## config.mk

```make
export PLATFORM = sky130hd
export DESIGN_NAME = lrucd_ctrl
export DESIGN_NICKNAME = d
export VERILOG_FILES = /design/src/hw/rtl/lru_size_bounded_cache_directory_macros.svh /design/src/hw/rtl/lrucd_pkg.sv /design/src/hw/rtl/lrucd_ctrl.sv
export SDC_FILE = /design/constraint.sdc
export NUM_CORES = 1
export LEC_CHECK = 0
export BUFFER_PORTS_ARGS = -buffer_cell sky130_fd_sc_hd__buf_2
export CORE_MARGIN = 2
export CORE_UTILIZATION = 49
export DETAILED_ROUTE_END_ITERATION = 7
export GPL_ROUTABILITY_DRIVEN = 0
export PLACE_DENSITY = 0.81
export SLEW_MARGIN = 20
export SYNTH_ARGS = -nofsm -noshare
export SYNTH_HDL_FRONTEND = slang
export SYNTH_SLANG_ARGS = --single-unit
```

## constraint.sdc

```tcl
create_clock -name clk -period 1.8 [get_ports clk]
set_input_delay 0.09 -clock clk [delete_from_list [all_inputs] [get_ports clk]]
set_output_delay 0.09 -clock clk [all_outputs]
set_load 0.01 [all_outputs]
```

## src/hw/rtl/lru_size_bounded_cache_directory_macros.svh

```systemverilog
// Assertion macros for the LRU cache directory.
`ifndef LRU_SIZE_BOUNDED_CACHE_DIRECTORY_MACROS_SVH
`define LRU_SIZE_BOUNDED_CACHE_DIRECTORY_MACROS_SVH
`ifndef SYNTHESIS
`define LRUCD_ASSERT_IMP(label, ante, cons, msg) \
	label: assert property (@(posedge clk) disable iff (!arst_n) (ante) |-> (cons)) \
		else $error(msg);
`define LRUCD_ASSERT_NXT(label, ante, cons, msg) \
	label: assert property (@(posedge clk) disable iff (!arst_n) (ante) |=> (cons)) \
		else $error(msg);
`else
`define LRUCD_ASSERT_IMP(label, ante, cons, msg)
`define LRUCD_ASSERT_NXT(label, ante, cons, msg)
`endif
`endif

```

## src/hw/rtl/lrucd_pkg.sv

```systemverilog
// Shared types and constants of the LRU cache directory.
package lrucd_pkg;
	localparam int ENTRIES = 256;
	localparam int IDX_W   = $clog2(ENTRIES);
	localparam int CNT_W   = $clog2(ENTRIES + 1);
	localparam int KEY_W   = 32;
	localparam int BYTES_W = 21;
	localparam int TAG_W   = 32;
	localparam int USED_W  = 24;
	localparam int SLOT_W  = 8;
	localparam int EVICT_W = 9;
	localparam int STAT_W  = 2;
	localparam logic [USED_W-1:0] CAP_RESET = USED_W'(1024 * 1024);

	localparam logic OP_LOOKUP = 1'b0;
	localparam logic OP_INSERT = 1'b1;

	typedef enum logic [STAT_W-1:0] {
		ST_HIT      = 2'd0,
		ST_MISS     = 2'd1,
		ST_INSERTED = 2'd2,
		ST_REJECTED = 2'd3
	} status_t;

	typedef enum logic [2:0] {
		SW_KEY     = 3'd0,  // find slot holding the key
		SW_RANK    = 3'd1,  // find least recent slot
		SW_PROMOTE = 3'd2,
		SW_DEMOTE  = 3'd3,
		SW_AGE     = 3'd4   // age all entries, find lowest free slot
	} sweep_t;

	typedef struct packed {
		logic    load;
		logic    start;
		sweep_t  kind;
		logic    remove;
		logic    count_evict;
		logic    place;
		logic    set_res;
		status_t res_status;
		logic    emit;
	} cmd_t;

	typedef struct packed {
		logic sweep_done;
		logic found;
		logic free_found;
		logic opcode;
		logic oversize;
		logic need_evict;
		logic out_free;
	} stat_t;
endpackage

```

## src/hw/rtl/lrucd_ctrl.sv

```systemverilog
// Controller: sequences searches, rank sweeps, evictions and the result.
module lrucd_ctrl import lrucd_pkg::*; (
	input  logic  clk,
	input  logic  arst_n,
	input  logic  in_valid,
	output logic  in_ready,
	input  stat_t st,
	output cmd_t  cmd
);
	typedef enum logic [8:0] {
		S_IDLE    = 9'b000000001,
		S_START   = 9'b000000010,
		S_SRCH    = 9'b000000100,
		S_PROMOTE = 9'b000001000,
		S_DEMOTE  = 9'b000010000,
		S_CHECK   = 9'b000100000,
		S_EVICT   = 9'b001000000,
		S_AGE     = 9'b010000000,
		S_RESP    = 9'b100000000
	} state_t;

	state_t state_q, state_d;

	always_comb begin
		state_d = state_q;
		cmd     = '0;
		in_ready = (state_q == S_IDLE);
		case (state_q)
			S_IDLE: begin
				if (in_valid) begin
					cmd.load = 1'b1;
					state_d  = S_START;
				end
			end
			S_START: begin
				if (st.opcode == OP_INSERT && st.oversize) begin
					cmd.set_res    = 1'b1;
					cmd.res_status = ST_REJECTED;
					state_d        = S_RESP;
				end else begin
					cmd.start = 1'b1;
					cmd.kind  = SW_KEY;
					state_d   = S_SRCH;
				end
			end
			S_SRCH: begin
				if (st.sweep_done) begin
					if (st.opcode == OP_LOOKUP) begin
						if (st.found) begin
							cmd.start = 1'b1;
							cmd.kind  = SW_PROMOTE;
							state_d   = S_PROMOTE;
						end else begin
							cmd.set_res    = 1'b1;
							cmd.res_status = ST_MISS;
							state_d        = S_RESP;
						end
					end else if (st.found) begin
						cmd.remove = 1'b1;
						cmd.start  = 1'b1;
						cmd.kind   = SW_DEMOTE;
						state_d    = S_DEMOTE;
					end else begin
						state_d = S_CHECK;
					end
				end
			end
			S_PROMOTE: begin
				if (st.sweep_done) begin
					cmd.set_res    = 1'b1;
					cmd.res_status = ST_HIT;
					state_d        = S_RESP;
				end
			end
			S_DEMOTE: begin
				if (st.sweep_done) begin
					state_d = S_CHECK;
				end
			end
			S_CHECK: begin
				cmd.start = 1'b1;
				if (st.need_evict) begin
					cmd.kind = SW_RANK;
					state_d  = S_EVICT;
				end else begin
					cmd.kind = SW_AGE;
					state_d  = S_AGE;
				end
			end
			S_EVICT: begin
				if (st.sweep_done) begin
					cmd.remove      = 1'b1;
					cmd.count_evict = 1'b1;
					state_d         = S_CHECK;
				end
			end
			S_AGE: begin
				if (st.sweep_done) begin
					cmd.place      = 1'b1;
					cmd.set_res    = 1'b1;
					cmd.res_status = ST_INSERTED;
					state_d        = S_RESP;
				end
			end
			S_RESP: begin
				if (st.out_free) begin
					cmd.emit = 1'b1;
					state_d  = S_IDLE;
				end
			end
			default: state_d = S_IDLE;
		endcase
	end

	always_ff @(posedge clk or negedge arst_n) begin
		if (!arst_n) begin
			state_q <= S_IDLE;
		end else begin
			state_q <= state_d;
		end
	end
endmodule

```

==> run metrics, run 1 <==
status=finished, violations left; failing checks=setup timing; CTS Sinks=9; vias=771; Post-synth EDFFs=0; dominant cell type by area after synthesis=dfrtp_1; Tot Pwr=879.6 µW; pwr dens=877.7 mW/mm²; HP Class=in2reg; Synth async-reset ratio=100.0%; crit start category=flop; PnR worst setup slack=-4.917 ps; maximum vdd drop=422.5 µV; Yosys reg bits=9; Die Y=43.57 µm; CTS tree=yes; Leak=0.0005425 µW; GR Overflow Total=0; DPL Wire Length=1.378 mm; first-pass GRT wire length=2.787 mm; register clock-pin slew on the reported worst setup and hold paths=60 ps; minimum clock period=1805 ps; # diodes=0; Die X-Extent=43.57 µm; Critical Path AT=1710 ps; vias per cell=5.885; Cell variety after synth=44; total CTS buffers=3; Synth Net Count=92; drt pass-1 iters=4; kind of critical path=reg2out; IO Port Bufs=21; Final Max Tran Viols=0; clk root buf=clkbuf_4; Placement Rows=14; vias in the first global route=657; layout cell share with drive strength beyond 1=52.17%; Final Core Density=67.31%; Final setup viols=1; Worst EP required=1710 ps; Final Hold Viols=0; area grow syn2layout=30.67%; synth warn=0; Mapped Area=767.0 µm²; maxcap violations=0; Reg with most FFs=state_q; Avg WL per Cell=14.40 µm; initial antenna violation count=0; final WL=1.886 mm; CP endpoint kind=primary output; post-synth top area share=26.10%; die area=0.001898 mm²; Avg Inst Size Synth=9.353 µm²; number of flip-flops in the largest register=9; Period Utilization, post-route=100.3%; Clk Latency, worst-skew pair=260 ps; H-Tree Depth=1; top cells by area, synth=dfrtp_1 26%, buf_6 4.4%, nand3_1 3.9%; Slew headroom=71.87%; top_reg_cell synth=dfrtp_1; Starting DRT DRC Count=33; biggest regs=state_q x9; hold slack=75.88 ps; sequential area share after synthesis=29.53%; clk_skew=4.064 ps; DR DRC count=0; clk buf depth=2; Worst Max-Slew Pin Slew=416.0 ps; RSZ-0062 raised after global routing=true; NumNets Final=126; I/O pin count=23; Peak Freq=554.0 MHz; Starting Density=51.51%; Filler Cell Count=118; Cells after Synth=82; largest net degree at the start of global routing=10; CP max FO=4; total global-route track usage=19.36%; core area=0.001489 mm²; antenna-violating nets left=0
cell type report:
| type | instances | area [µm²] | area share (%) |
|---|---|---|---|
| Multi-Input combinational cell | 61 | 483.0 | 48.19 |
| Tap cell | 16 | 20.02 | 1.998 |
| Clock buffer | 4 | 26.28 | 2.622 |
| Timing Repair Buffer | 36 | 220.2 | 21.97 |
| Inverter | 5 | 18.77 | 1.873 |
| Sequential cell | 9 | 234.0 | 23.35 |
synth_stat cells (2+ instances only):
master / instances
a21o_1: 2
and3b_1: 2
a22o_1: 3
buf_4: 2
and3_1: 3
nand2_1: 5
xnor2_1: 3
inv_1: 4
nor4b_1: 3
nand3_1: 6
nor3_1: 2
o21ai_0: 2
dfrtp_1: 8
nor2_1: 5
buf_6: 3
metrics by stage:
stage / instance area, µm² / std cells / setup slack, ps / TNS (ps)
after floorplan: 767.0 / 82 / 333.8 / 0
after global placement: 849.6 / 114 / 217.1 / 0
after detailed placement: 849.6 / 114 / 184.3 / 0
after CTS: 925.9 / 121 / -0.6986 / -0.6986
after global routing: 1002 / 131 / -79.71 / -263.1
final: 1002 / 131 / -4.917 / -4.917
cells by family (layout without fill, tap and decap cells):
family                    after synthesis  in the layout  synth area share (%)
and+or+nand+nor                        39             39                 36.54
AOI/OAI and AO/OA                      18             18                 19.41
buffers and inverters                  12             45                 9.948
DFF                                     9              9                 29.53
xor gates and xnor gates                4              4                 4.569
power by group:
part	leakage (µW)	internal, µW	switching [µW]	total, µW
logic	0.000416	196	212	408
clock network	0.0000150	85.7	76.1	162
registers	0.000111	245	64.9	310
cells in the final DEF (no fill, tap or decap), drive strengths merged, types with 2 or more instances in the layout:
cell type / Yosys / routed
a21o: 2 / 2
a21boi: 2 / 2
inv: 5 / 5
and3: 3 / 3
clkbuf: 1 / 4
nor3: 2 / 2
o21ai: 2 / 2
xnor2: 3 / 3
nand3: 6 / 6
nand2: 5 / 5
nor4b: 5 / 5
dfrtp: 8 / 8
a22o: 3 / 3
buf: 6 / 35
and3b: 2 / 2
nor2: 6 / 6
what timing repair did:
action	4_1_cts	5_1_grt
setup buffers	2	10
resized for setup	12	1
hold endpoints to repair	9	0
hold buffers	1	0
endpoints found under the setup margin	7	9
final timing paths:
path,start,slack [ps],endpoint,cells after the start
setup / recovery,state_q[0],-5,cmd[2],6
hold / removal,st[1],80,state_q[6],2
setup reg to reg,state_q[0],190,state_q[7],5
hold reg to reg,state_q[6],590,state_q[6],1
max in group asynchronous,arst_n,1330,state_q[0],2
min in group asynchronous,arst_n,220,state_q[3],2
metal layers:
metal	track usage [%]	up-vias	share of wire, %
met5	0	-	0
met3	3.750	2	5.0
met2	33.82	26	50
met4	4.848	0	0.48
li1	-	367	-
met1	24.35	376	45
critical path, stage by stage, from the launching register on:
cell     delay [ps]
dfstp_2         610
nor2_2           80
and3b_2         220
nand3_1         140
nor3b_2          70
a41o_1          190
buf_2           130
No activity file was read; power rests on OpenSTA's default activity.
==> run 2, diff against run 1 <==
CTS_BUF_LIST = sky130_fd_sc_hd__clkbuf_16   (was unset)
==> run 2 against run 1 <==
Global-route usage grew 2.8 points. Clock-buffer cell count shrank 1. Highest routed layer unchanged. Setup slack gained 14 ps. Largest cell class unchanged. Non-clock buffer count shrank 3. Die area is the same. Cell area grew 5.2%. Via count grew 0.91%. Utilization grew 3.5 points. Combinational power grew 2%. Largest power group unchanged. The flow now finishes without violations. Power grew 30%. Critical path depth shrank 1. Register-to-register slack gained 20 ps.
==> run metrics, run 2 (synthesis gave the netlist of run 1 again) <==
crit start category=flop; GR Overflow Total=0 (unchanged); I/O pin count=23 (unchanged); CP max FO=6 (+2); # diodes=0 (unchanged); register clock-pin slew on the reported worst setup and hold paths=40 ps (-20 ps); number of flip-flops in the largest register=9 (unchanged); IO Port Bufs=21 (unchanged); CP Cell Sequence=nor4b_4, nand4_1, a21boi_2, o21bai_2, buf_2; total global-route track usage=22.14% (+2.8 points); CTS Sinks=9 (unchanged); Placed Instances=114 (unchanged); CP max stage delay=470 ps (-140 ps); clk buf depth=2 (unchanged); crit-path leading delay family=simple AND/OR/NAND/NOR gates; antenna-violating nets left=0 (unchanged); H-Tree Depth=1 (unchanged); final WL=2.124 mm (+13%); met3 usage=4.167% (+0.42 points); die area=0.001898 mm² (unchanged); met2 usage=39.12% (+5.3 points); Filler Cell Count=112 (-5.1%); RSZ-0062 raised after global routing=true; clk root buf=clkbuf_16; Placement Rows=14 (unchanged); Critical Path AT=1700 ps (about the same); Starting Density=51.51% (unchanged); Clk Latency, worst-skew pair=240 ps (-20 ps); vias per cell=6.078 (+3.3%); hold endpoint=state_q[6]; minimum clock period=1791 ps (-14.24 ps); layout cell share with drive strength beyond 1=51.79% (-0.39 points); drt pass-1 iters=4 (unchanged); Reg with most FFs=state_q; Leak=0.0005613 µW (+3.5%); Avg WL per Cell=16.59 µm (+15%); met1 usage=24.41% (+0.064 points); CP endpoint kind=primary output; kind of critical path=reg2out; Peak Freq=558.4 MHz (+0.80%); DR DRC count=0 (unchanged); Final Hold Viols=0 (unchanged); most crowded layer after global routing=met2; WP buf/inv=1 (unchanged); NumNets Final=123 (-2.4%); DPL Wire Length=1.378 mm (unchanged); Critical Path Slowest Stage Cell=dfrtp_2; setup_tns=0 ps (+4.917 ps); Die Y=43.57 µm (unchanged); Crit Reg-Reg Startpoint=state_q[6]; Period Utilization, post-route=99.48% (-0.79 points); Worst Min Path Start=st[1]; maximum vdd drop=487.5 µV (+15%); Starting DRT DRC Count=38 (+15%); hold depth=2 (unchanged); largest net degree at the start of global routing=10 (unchanged); vias=778 (+0.91%); status=completed; Slew headroom=71.88% (about the same); most common cell after layout, fill and taps aside=buf_2; Final setup viols=0 (-1); Reg2Reg Setup Slack=210 ps (+20 ps); Die X-Extent=43.57 µm (unchanged); pwr dens=1087 mW/mm² (+24%); area grow syn2layout=37.52%; HP Class=in2reg; maxcap violations=0 (unchanged); vias in the first global route=705 (+7.3%); core area=0.001489 mm² (unchanged); Worst Max-Slew Pin Slew=415.9 ps (-0.08833 ps); fin cells=128 (-2.3%); Final Max Tran Viols=0 (unchanged); reg2reg path depth=6 (+1); most frequent cells in the layout=21 x buf_2, 11 x buf_4, 6 x dfrtp_2; Worst EP required=1710 ps (about the same); CTS tree=yes; clk_skew=4.987 ps (+0.9230 ps); first-pass GRT wire length=3.084 mm (+11%); total CTS buffers=3 (unchanged); initial antenna violation count=0 (unchanged); FF-to-FF End=state_q[4]; biggest regs=state_q x9
run 2: layout make-up:
cell class | count | area, µm² | share of cell area (%)
clock buffer | 3 | 75.07 | 7.117
clock inverter | 1 | 3.754 | 0.3559
inverter | 5 | 18.77 | 1.779
multi-input combinational | 61 | 505.5 | 47.92
sequential | 9 | 234.0 | 22.18
tap | 16 | 20.02 | 1.898
timing repair buffer | 33 | 197.7 | 18.74
run 2: report_power, final:
part | internal [µW] | leakage (µW) | total [µW] | switching, µW
clock network | 291 | 0.0000423 | 399 | 107
logic | 200 | 0.000408 | 416 | 216
registers | 246 | 0.000111 | 331 | 85.2
run 2: worst max path at each step:
stage / start / to / slack [ps] / cells past startpoint
finish: state_q[1] / cmd[3] / 9 / 5
global route: state_q[5] / cmd[3] / -30 / 5
CTS: state_q[5] / cmd[3] / 10 / 5
detailed placement: state_q[3] / cmd[10] / 180 / 5
global placement: state_q[3] / cmd[10] / 220 / 5
floorplan: state_q[5] / cmd[2] / 330 / 5
run 2: worst reg2reg max path, stage by stage, from the launching register on:
cell      delay, ps
dfrtp_2         440
buf_4           150
xnor2_1         140
nor3_1           70
o311ai_1        330
nand2_1         140
a22o_1          200
run 2: stage by stage:
step	cell area [µm²]	util (%)	power (µW)	hold WS (ps)	worst slack, ps
after global placement	849.6	57.06	642.0	-44.48	217.1
final	1055	70.84	1146	108.5	9.318
after global routing	1055	70.84	1203	118.9	-29.56
after CTS	949.7	63.78	1068	108.9	10.25
after detailed placement	849.6	57.06	659.3	-39.89	184.3
after floorplan	767.0	-	556.7	-205.6	333.8
run 2: timing repair:
action	4_1_cts	5_1_grt
pin swaps	0	2
setup endpoints to repair	6	9
setup buffers	0	9
resized for setup	7	9
hold endpoints to repair	9	0
hold buffers	1	0
run 2: metal layers:
| metal | vias up | part of all wire (%) |
|---|---|---|
| met5 | - | 0 |
| met4 | 0 | 3.6 |
| met3 | 13 | 5.7 |
| li1 | 360 | - |
| met2 | 40 | 50 |
| met1 | 365 | 41 |
==> run 3, diff against run 2 <==
CELL_PAD_IN_SITES_DETAIL_PLACEMENT = 0   (was unset)
CELL_PAD_IN_SITES_GLOBAL_PLACEMENT = 1   (was unset)
CORE_UTILIZATION = 37   (was 49)
==> run 3 against run 2 <==
Clock skew shrank 2.2 ps. Clock power down 1%. Power is 1.8% higher. First-iteration DRC count down 18%. Cell area up 4.4%. Routed wire length shrank 4.0%. Critical path type unchanged.
==> run metrics, run 3 (synthesis gave the netlist of run 1 again) <==
fin cells=139 (+8.6%); final WL=2.038 mm (-4.0%); Period Utilization, post-route=99.50% (about the same); IO Port Bufs=21 (unchanged); CTS Sinks=9 (unchanged); vias per cell=5.388 (-11%); DPL Wire Length=1.388 mm (+0.75%); CP max stage delay=470 ps (about the same); crit start category=flop; area grow syn2layout=43.56%; Reg with most FFs=state_q; Starting DRT DRC Count=31 (-18%); Leak=0.0005590 µW (-0.41%); Peak Freq=558.3 MHz (about the same); Placed Instances=126 (+11%); H-Tree Depth=1 (unchanged); number of flip-flops in the largest register=9 (unchanged); clk root buf=clkbuf_16; crit-path leading delay family=simple AND/OR/NAND/NOR gates; most frequent cells in the layout=20 x buf_2, 10 x buf_4, 6 x dfrtp_2; vias in the first global route=666 (-5.5%); CTS tree=yes; # diodes=0 (unchanged); minimum clock period=1791 ps (+0.3787 ps); core area=0.001962 mm² (+32%); Slew headroom=74.43% (+2.5 points); setup_tns=0 ps (unchanged); antenna-violating nets left=0 (unchanged); register clock-pin slew on the reported worst setup and hold paths=40 ps (about the same); biggest regs=state_q x9; WP buf/inv=1 (unchanged); CP Cell Sequence=nor2_4, and3b_2, nand3_4, nor3b_4, a41o_1, buf_2; Worst Max-Slew Pin Slew=378.3 ps (-37.64 ps); kind of critical path=reg2out; I/O pin count=23 (unchanged); hold slack=109.4 ps (+0.9440 ps); Worst EP required=1710 ps (about the same); CP endpoint kind=primary output; Die Y=49.53 µm (+14%); die area=0.002453 mm² (+29%); GR Overflow Total=0 (unchanged); Final Max Tran Viols=0 (unchanged); CP max FO=6 (unchanged); Final Hold Viols=0 (unchanged); initial antenna violation count=0 (unchanged); largest net degree at the start of global routing=10 (unchanged); Starting Density=39.09% (-12 points); maximum vdd drop=494.8 µV (+1.5%); Avg WL per Cell=14.66 µm (-12%); layout cell share with drive strength beyond 1=51.79% (unchanged); total CTS buffers=3 (unchanged); Filler Cell Count=186 (+66%); first-pass GRT wire length=3.132 mm (+1.6%); maxcap violations=0 (unchanged); Critical Path Slowest Stage Cell=dfrtp_2; most common cell after layout, fill and taps aside=buf_2; Clk Latency, worst-skew pair=240 ps (about the same); clk_skew=2.741 ps (-2.246 ps); HP Class=in2reg; Final setup viols=0 (unchanged); clk buf depth=2 (unchanged); drt pass-1 iters=4 (unchanged); total global-route track usage=17.06% (-5.1 points); Die X-Extent=49.53 µm (+14%); vias=749 (-3.7%); RSZ-0062 raised after global routing=true; pwr dens=1060 mW/mm² (-2.5%); NumNets Final=123 (unchanged); Crit Reg-Reg Startpoint=state_q[3]; DR DRC count=0 (unchanged); Placement Rows=16 (+2); Critical Path AT=1700 ps (about the same); Worst Min Path Start=in_valid; crit path from=state_q[5]; status=completed
run 3: routing by layer:
layer / global-route usage, % / wire length (µm)
met5: 0 / 0
met4: 14.35 / 87
met3: 2.121 / 84
met2: 25.56 / 1029
met1: 21.63 / 837
run 3: path summary, 6_finish.rpt:
path	endpoint	slack, ps	cells past startpoint
worst max-delay path	cmd[2]	9	6
worst min-delay path	state_q[1]	110	2
min in group asynchronous	state_q[7]	240	2
worst max register to register	state_q[6]	220	6
worst min register to register	state_q[7]	550	1
max in group asynchronous	state_q[0]	1320	2
run 3: area by class of cell:
class,count,area [µm²],area share (%)
repair buffers,33,216.5,19.66
multi-input cells,61,519.2,47.16
inverters,5,18.77,1.705
flip-flops and latches,9,234.0,21.25
well taps,27,33.78,3.068
clock inverters,1,3.754,0.3409
clock buffers,3,75.07,6.818
run 3: timing repair:
item                       in CTS  in global routing
setup endpoints to repair       6                  7
cloned                          0                  0
pin swaps                       0                  5
hold buffers                    1                  0
resized for setup               6                 14
setup buffers                   0                  8
hold endpoints to repair        9                  0
run 3: through the flow:
stage               util (%)  instance area (µm²)  worst slack, ps  total power, µW
global placement       44.39                870.8            188.8            671.1
detailed placement     44.39                870.8            177.3            676.5
finish                 56.12                 1101            8.940             1167
global route           56.12                 1101           -59.07             1236
CTS                    49.36                968.4           -29.08             1076
floorplan                  -                767.0            333.8            556.7
run 3: power by group:
| group | switching, µW | internal (µW) |
|---|---|---|
| Clock | 103 | 291 |
| Combinational | 230 | 219 |
| Sequential | 77.5 | 246 |
| Total | 411 | 756 |
